--- config.mk ---
export PLATFORM = sky130hd
export DESIGN_NAME = modular_exponentiation_core
export DESIGN_NICKNAME = d
export VERILOG_FILES = /design/src/hdl/mexp_pkg.sv /design/src/hdl/mexp_datapath.sv /design/src/hdl/mexp_ctrl.sv /design/src/hdl/modular_exponentiation_core.sv
export SDC_FILE = /design/constraint.sdc
export NUM_CORES = 2
export LEC_CHECK = 0
export BUFFER_PORTS_ARGS = -buffer_cell sky130_fd_sc_hd__buf_4
export CORE_MARGIN = 2
export CORE_UTILIZATION = 50
export DETAILED_ROUTE_END_ITERATION = 6
export HOLD_SLACK_MARGIN = 0.06
export PLACE_DENSITY = 0.73
export SLEW_MARGIN = 10
export SYNTH_ARGS = -nofsm -noshare
export SYNTH_HDL_FRONTEND = slang
export SYNTH_SLANG_ARGS = --single-unit
--- constraint.sdc ---
create_clock -name clk_i -period 25.7 [get_ports clk_i]
set_input_delay 1.285 -clock clk_i [delete_from_list [all_inputs] [get_ports clk_i]]
set_output_delay 1.285 -clock clk_i [all_outputs]
set_load 0.05 [all_outputs]
--- src/hdl/mexp_pkg.sv ---
package mexp_pkg;

  // Operand width: every residue is below the prime, which fits in 30 bits.
  localparam int DATA_W = 30;

  // Number of exponent bits scanned per transaction, most significant first.
  localparam int EXP_BITS = 30;
  localparam int CNT_W = (EXP_BITS > 1) ? $clog2(EXP_BITS) : 1;

  // Shared multiplier operand width and product width.
  localparam int MUL_W  = DATA_W + 1;
  localparam int PROD_W = 2 * MUL_W;

  // Width of the Barrett remainder before the final correction.
  localparam int REM_W = DATA_W + 2;

  // The prime modulus and the exponent that yields the inverse.
  localparam logic [DATA_W-1:0] PRIME_MOD = DATA_W'(1000000007);
  localparam logic [EXP_BITS-1:0] INV_EXP = EXP_BITS'(1000000005);

  // Barrett constant: floor(2^60 / PRIME_MOD).
  localparam logic [MUL_W-1:0] BARRETT_MU = MUL_W'(1152921496);

  // Operation codes.
  localparam logic OP_POWER   = 1'b0;
  localparam logic OP_INVERSE = 1'b1;

  // Controller states.
  typedef enum logic [2:0] {
    ST_IDLE,
    ST_PROD,
    ST_QUOT,
    ST_QP,
    ST_FIX,
    ST_DONE
  } mexp_state_e;

  // Datapath step selected by the controller.
  typedef enum logic [2:0] {
    STEP_NONE,
    STEP_PROD,
    STEP_QUOT,
    STEP_QP,
    STEP_FIX
  } mexp_step_e;

  // Commands from the controller to the datapath.
  typedef struct packed {
    logic       load;
    mexp_step_e step;
    logic       use_base;
    logic       exp_shift;
  } mexp_cmd_t;

  // Status from the datapath to the controller.
  typedef struct packed {
    logic exp_msb;
  } mexp_status_t;

endpackage

--- src/hdl/mexp_datapath.sv ---
module mexp_datapath (
  input  logic                       clk_i,
  input  mexp_pkg::mexp_cmd_t        cmd_i,
  input  logic                       op_i,
  input  logic [mexp_pkg::DATA_W-1:0] base_i,
  input  logic [mexp_pkg::DATA_W-1:0] exponent_i,
  output mexp_pkg::mexp_status_t     status_o,
  output logic [mexp_pkg::DATA_W-1:0] result_o
);
  import mexp_pkg::*;

  logic [DATA_W-1:0]   acc_q, acc_d;
  logic [DATA_W-1:0]   base_q, base_d;
  logic [EXP_BITS-1:0] exp_q, exp_d;
  logic [PROD_W-1:0]   mul_q, mul_d;
  logic [REM_W-1:0]    xlo_q, xlo_d;
  logic [MUL_W-1:0]    mul_a, mul_b;
  logic [REM_W-1:0]    rem;
  logic [REM_W:0]      rem_m1, rem_m2;
  logic [DATA_W-1:0]   acc_fix;

  // Operand selection for the shared multiplier.
  always_comb begin
    case (cmd_i.step)
      STEP_PROD: begin
        mul_a = {1'b0, acc_q};
        mul_b = cmd_i.use_base ? {1'b0, base_q} : {1'b0, acc_q};
      end
      STEP_QUOT: begin
        // Quotient estimate: (x >> 29) * mu, later shifted right by 31.
        mul_a = mul_q[DATA_W-1 +: MUL_W];
        mul_b = BARRETT_MU;
      end
      STEP_QP: begin
        mul_a = mul_q[MUL_W +: MUL_W];
        mul_b = {1'b0, PRIME_MOD};
      end
      default: begin
        mul_a = '0;
        mul_b = '0;
      end
    endcase
  end

  // The remainder is below three times the prime, so the low bits suffice.
  assign rem    = xlo_q - mul_q[REM_W-1:0];
  assign rem_m1 = {1'b0, rem} - (REM_W+1)'(PRIME_MOD);
  assign rem_m2 = {1'b0, rem} - ((REM_W+1)'(PRIME_MOD) << 1);

  // Final correction: subtract the prime zero, one or two times.
  always_comb begin
    if (!rem_m2[REM_W]) begin
      acc_fix = rem_m2[DATA_W-1:0];
    end else if (!rem_m1[REM_W]) begin
      acc_fix = rem_m1[DATA_W-1:0];
    end else begin
      acc_fix = rem[DATA_W-1:0];
    end
  end

  // Next values of the datapath registers.
  always_comb begin
    acc_d  = acc_q;
    base_d = base_q;
    exp_d  = exp_q;
    mul_d  = mul_q;
    xlo_d  = xlo_q;
    if (cmd_i.load) begin
      acc_d  = DATA_W'(1);
      // A base up to 2^30-1 is below twice the prime, so one subtraction reduces it.
      base_d = (base_i >= PRIME_MOD) ? base_i - PRIME_MOD : base_i;
      exp_d  = (op_i == OP_INVERSE) ? INV_EXP : EXP_BITS'(exponent_i);
    end
    if (cmd_i.step == STEP_PROD || cmd_i.step == STEP_QUOT || cmd_i.step == STEP_QP) begin
      mul_d = {{MUL_W{1'b0}}, mul_a} * {{MUL_W{1'b0}}, mul_b};
    end
    if (cmd_i.step == STEP_QUOT) begin
      xlo_d = mul_q[REM_W-1:0];
    end
    if (cmd_i.step == STEP_FIX) begin
      acc_d = acc_fix;
    end
    if (cmd_i.exp_shift) begin
      exp_d = exp_q << 1;
    end
  end

  // Datapath registers carry payload only and need no reset.
  always_ff @(posedge clk_i) begin
    acc_q  <= acc_d;
    base_q <= base_d;
    exp_q  <= exp_d;
    mul_q  <= mul_d;
    xlo_q  <= xlo_d;
  end

  assign status_o.exp_msb = exp_q[EXP_BITS-1];
  assign result_o         = acc_q;

endmodule

--- src/hdl/mexp_ctrl.sv ---
module mexp_ctrl (
  input  logic                   clk_i,
  input  logic                   rst_ni,
  input  logic                   start,
  input  mexp_pkg::mexp_status_t status_i,
  output mexp_pkg::mexp_cmd_t    cmd_o,
  output logic                   busy,
  output logic                   done_o
);
  import mexp_pkg::*;

  mexp_state_e      state_q, state_d;
  logic [CNT_W-1:0] cnt_q, cnt_d;
  logic             mult_q, mult_d;
  logic             advance;

  // After a squaring with the current bit set, a multiply by the base follows.
  assign advance = mult_q || !status_i.exp_msb;

  // Next state, bit counter and phase flag.
  always_comb begin
    state_d = state_q;
    cnt_d   = cnt_q;
    mult_d  = mult_q;
    case (state_q)
      ST_IDLE: begin
        if (start) begin
          state_d = ST_PROD;
          cnt_d   = CNT_W'(EXP_BITS - 1);
          mult_d  = 1'b0;
        end
      end
      ST_PROD: state_d = ST_QUOT;
      ST_QUOT: state_d = ST_QP;
      ST_QP:   state_d = ST_FIX;
      ST_FIX: begin
        if (!advance) begin
          state_d = ST_PROD;
          mult_d  = 1'b1;
        end else if (cnt_q == '0) begin
          state_d = ST_DONE;
        end else begin
          state_d = ST_PROD;
          cnt_d   = cnt_q - CNT_W'(1);
          mult_d  = 1'b0;
        end
      end
      ST_DONE: state_d = ST_IDLE;
      default: state_d = ST_IDLE;
    endcase
  end

  // Commands to the datapath and handshake outputs.
  always_comb begin
    cmd_o.load      = 1'b0;
    cmd_o.step      = STEP_NONE;
    cmd_o.use_base  = mult_q;
    cmd_o.exp_shift = 1'b0;
    busy            = 1'b1;
    done_o          = 1'b0;
    case (state_q)
      ST_IDLE: begin
        busy       = 1'b0;
        cmd_o.load = start;
      end
      ST_PROD: cmd_o.step = STEP_PROD;
      ST_QUOT: cmd_o.step = STEP_QUOT;
      ST_QP:   cmd_o.step = STEP_QP;
      ST_FIX: begin
        cmd_o.step      = STEP_FIX;
        cmd_o.exp_shift = advance;
      end
      ST_DONE: done_o = 1'b1;
      default: busy = 1'b1;
    endcase
  end

  // Control registers.
  always_ff @(posedge clk_i or negedge rst_ni) begin
    if (!rst_ni) begin
      state_q <= ST_IDLE;
      cnt_q   <= '0;
      mult_q  <= 1'b0;
    end else begin
      state_q <= state_d;
      cnt_q   <= cnt_d;
      mult_q  <= mult_d;
    end
  end

endmodule

--- src/hdl/modular_exponentiation_core.sv ---
// Channel   Direction  Handshake                 Payload
// command   in         start high, busy low      op_i, base_i, exponent_i
// result    out        done_o strobe, one cycle  result_o
//
// Each modular multiply runs in four steps on one shared 31x31 multiplier:
// product, Barrett quotient estimate, quotient times prime, then subtract
// and correct. A transaction squares once for each of the 30 exponent bits
// and multiplies once by the base for each set bit; the next command is
// accepted only after done_o, once the block is idle again.
// Reset is asynchronous and active low; it clears only the controller.
// The receiver cannot stall: result_o is valid only in the done_o cycle.
module modular_exponentiation_core (
  input  logic                        clk_i,
  input  logic                        rst_ni,
  input  logic                        start,
  output logic                        busy,
  input  logic                        op_i,
  input  logic [mexp_pkg::DATA_W-1:0] base_i,
  input  logic [mexp_pkg::DATA_W-1:0] exponent_i,
  output logic                        done_o,
  output logic [mexp_pkg::DATA_W-1:0] result_o
);
  import mexp_pkg::*;

  mexp_cmd_t    cmd;
  mexp_status_t status;

  // Sequencer for the square-and-multiply scan.
  mexp_ctrl u_ctrl (
    .clk_i    (clk_i),
    .rst_ni   (rst_ni),
    .start    (start),
    .status_i (status),
    .cmd_o    (cmd),
    .busy     (busy),
    .done_o   (done_o)
  );

  // Multiplier, Barrett reduction and operand registers.
  mexp_datapath u_datapath (
    .clk_i      (clk_i),
    .cmd_i      (cmd),
    .op_i       (op_i),
    .base_i     (base_i),
    .exponent_i (exponent_i),
    .status_o   (status),
    .result_o   (result_o)
  );

  // An accepted transaction makes the block busy in the next cycle.
  assert property (@(posedge clk_i) disable iff (!rst_ni)
    start && !busy |=> busy)
    else $error("block not busy after accepting a transaction");

  // A delivered result is always fully reduced.
  assert property (@(posedge clk_i) disable iff (!rst_ni)
    done_o |-> (result_o < PRIME_MOD))
    else $error("result not reduced below the prime");

  // The result strobe lasts one cycle and the block is free right after.
  assert property (@(posedge clk_i) disable iff (!rst_ni)
    done_o |=> !done_o && !busy)
    else $error("result strobe not followed by idle");

  // The strobe only appears while a transaction is in flight.
  assert property (@(posedge clk_i) disable iff (!rst_ni)
    done_o |-> busy)
    else $error("result strobe while idle");

endmodule
==> qor.yml <==
worst_setup_path:
  rr_startpoint: "u_ctrl.state_q[2]"
  path_class: "register to register"
  slowest_delay_ps: 770
  worstPathArrival_ps: 11880
  r2r_cells: 30
  worst_setup_path_start_kind: "register"
  cp-endpoint: "u_datapath.mul_q[54]"
  path_max_fanout: 48
  cpMostUsedCell: "fa_1"
  rr_endpoint: "u_datapath.mul_q[54]"
  regToRegSetupSlack_ps: 14040
  end_kind: "register"
  crit_required_ps: 25910
  worst_path_max_delay_cell: "nand2_1"
  critPathLaunch: "u_ctrl.state_q[2]"
die:
  core-area_sq_um: 83600
  die_h_um: 294
  die_area_sq_um: 86600
  fp-row-count: 106
  io-pin-count: 96
  die_w_um: 294
  initial_utilization_pct: 50.4
final_layout:
  num-fill-cells: 7492
  fin_cells: 5737
  drive_above_1_share_pct: 6.81
  final_cell_area_sq_um: 44900
  syn_to_final_growth_pct: 6.47
  finalNetCount: 5834
global_route:
  grt_usage_pct: 33.3
  grt_pass1_vias: 35670
  grt_pass1_wl_um: 214000
  grt_max_degree: 61
  gr-total-overflow: 0
  antenna_found_initial: 5
timing:
  worst_pin_slew_ps: 1320
  fmax_mhz: 85.7
  tns_ps: 0
  final.min_clock_period_ps: 11660
  timing.final.crit_share_pct: 45.4
  setup-violations-final: 0
  finalHoldViolCount: 0
  slew_headroom_pct: 11.4
  clock_skew_ps: 27.1
  slew_viol_final: 0
  holdWs_ps: 446
  rsz0062_at_grt: "no"
logic_synthesis:
  synth-seq-cells: 193
  async_reset_ff_share_pct: 4.66
  netlist_area_sq_um: 42100
  avgSynthCellArea_sq_um: 9.08
  synth_ff_type: "edfxtp_1"
  ys_seq_area_share_pct: 13.6
  yosysWarnings: 0
  synthCells: 4641
  synth_edf_count: 183
  synth_cell_types: 102
clock_network:
  cts_hold_buffers: 0
  cts_tree: "yes"
  cts.reportedPaths.clkPinSlew_ps: 80
  ctsResizeCount: 0
  postCtsSetupBuffers: 0
  clk_latency_ps: 480
  cts.sinks: 193
  cts_root_buffer: "clkbuf_16"
  cts_buffers: 17
  cts_max_path_buffers: 2
  htreeDepth: 4
routing:
  drt_iter0_markers: 3381
  via_per_inst: 5.99
  wl_per_cell_um: 24.6
  ant_nets: 0
  first_pass_iters: 6
  routed_wl_um: 141000
  drc: 0
  vias: 34384
worst_hold_path:
  hold_path_class: "register to register"
placed_design:
  dp_hpwl_um: 109000
  gp_congestion: 1.02
  port_buffers: 95
  dp.cells: 5702
  place_area_sq_um: 44300
job:
  max-cap-violations: 0
status:
  status: "complete, no violations"
area by class of cell:
| class | count | area [sq um] | share of cell area [%] |
|---|---|---|---|
| Antenna cell | 3 | 7.51 | 0.0167 |
| Multi-Input combinational cell | 3336 | 32300 | 72.0 |
| Clock inverter | 14 | 183 | 0.407 |
| Tap cell | 1080 | 1350 | 3.01 |
| Clock buffer | 18 | 429 | 0.956 |
| Sequential cell | 193 | 5740 | 12.8 |
| Timing Repair Buffer | 198 | 1490 | 3.31 |
| Inverter | 895 | 3360 | 7.49 |
how the worst min path moves through the flow:
stage / from / to / slack, ps / cells past startpoint
2_1_floorplan: u_datapath.mul_q[10] / u_datapath.xlo_q[10] / 430 / 0
3_3_place_gp: u_datapath.mul_q[30] / u_datapath.xlo_q[30] / 430 / 0
3_5_place_dp: u_datapath.mul_q[25] / u_datapath.xlo_q[25] / 430 / 0
4_1_cts: u_datapath.mul_q[23] / u_datapath.xlo_q[23] / 450 / 0
5_1_grt: u_datapath.mul_q[25] / u_datapath.xlo_q[25] / 460 / 0
6_report: u_datapath.mul_q[23] / u_datapath.xlo_q[23] / 450 / 0
critical path: cells and delay by family (launching register included):
kind,cells,cell delay [ps]
flip-flops,1,640
adder cells (fa/ha/maj),9,4030
XOR/XNOR,1,190
AND/OR/NAND/NOR,5,1950
AO/OA/AOI/OAI,8,3270
buffers and inverters,7,1260
layout by cell type, fill, tap and decap left out, drive strengths merged, types with 36 or more instances in the layout:
| cell | synthesis | routed |
|---|---|---|
| a21o | 63 | 63 |
| a21oi | 122 | 122 |
| and2 | 52 | 52 |
| buf | 27 | 198 |
| edfxtp | 183 | 183 |
| fa | 838 | 838 |
| ha | 291 | 291 |
| inv | 895 | 902 |
| mux2i | 38 | 38 |
| nand2 | 647 | 647 |
| nand3 | 36 | 36 |
| nor2 | 564 | 564 |
| nor3 | 49 | 49 |
| o21ai | 104 | 104 |
| xnor2 | 73 | 73 |
flip-flops by register name, summed over array words and instances, names as in the netlist:
name and count:
u_datapath.exp_q 30, u_datapath.result_o 30, u_datapath.mul_q 62, u_datapath.base_q 30, u_datapath.xlo_q 32, u_ctrl.cnt_q 5
u_ctrl.state_q 3, u_ctrl.mult_q 1
logic make-up (layout without fill, tap and decap cells):
logic type | Yosys count | count (layout) | share of synthesized area [%]
AND/OR/NAND/NOR | 1498 | 1498 | 15.2
adder cells (fa/ha/maj) | 1129 | 1129 | 48.4
buffers and inverters | 1116 | 1125 | 10.1
AO/OA/AOI/OAI | 553 | 553 | 9.30
flip-flops | 193 | 193 | 13.6
XOR/XNOR | 101 | 101 | 2.12
multiplexers | 49 | 49 | 1.20
other | 2 | 9 | 0.0178
through the flow:
stage	utilization, %	setup WS (ps)
finish	53.7	14040
global route	53.7	13540
CTS	53.7	14310
detailed placement	53.0	14330
global placement	53.0	14550
floorplan	-	15910
synth_stat cells, types with 11 or more instances:
master | n | share of area [%]
inv_1 | 895 | 8.0
fa_1 | 838 | 40
nand2_1 | 647 | 5.8
nor2_1 | 562 | 5.0
ha_1 | 291 | 8.6
clkbuf_1 | 194 | 1.7
edfxtp_1 | 183 | 13
a21oi_1 | 122 | 1.4
o21ai_0 | 81 | 0.96
xnor2_1 | 72 | 1.5
a21o_1 | 62 | 1.1
and2_1 | 51 | 0.76
nor3_1 | 49 | 0.58
mux2i_1 | 38 | 0.90
nand3_1 | 36 | 0.43
xor2_1 | 28 | 0.58
o21a_1 | 27 | 0.48
a221oi_1 | 23 | 0.48
nand4_1 | 21 | 0.31
o21ai_1 | 21 | 0.25
a22oi_1 | 20 | 0.36
and3_1 | 20 | 0.30
a221o_1 | 19 | 0.45
a211oi_1 | 18 | 0.32
a22o_1 | 16 | 0.33
nand2b_1 | 16 | 0.24
a31oi_1 | 15 | 0.22
nor2b_1 | 15 | 0.22
o211ai_1 | 14 | 0.25
o21bai_1 | 14 | 0.25
or3_1 | 13 | 0.19
mux2_2 | 11 | 0.29
or2_2 | 11 | 0.16
layer usage:
layer	share of wire, %	GRT usage, %
met5	0.027	0.284
met4	7.6	19.6
met3	12	9.63
met2	44	51.6
met1	36	41.6
Power is not shown: default switching activity piles up to over one toggle a cycle in this logic, so the estimate is an artifact.
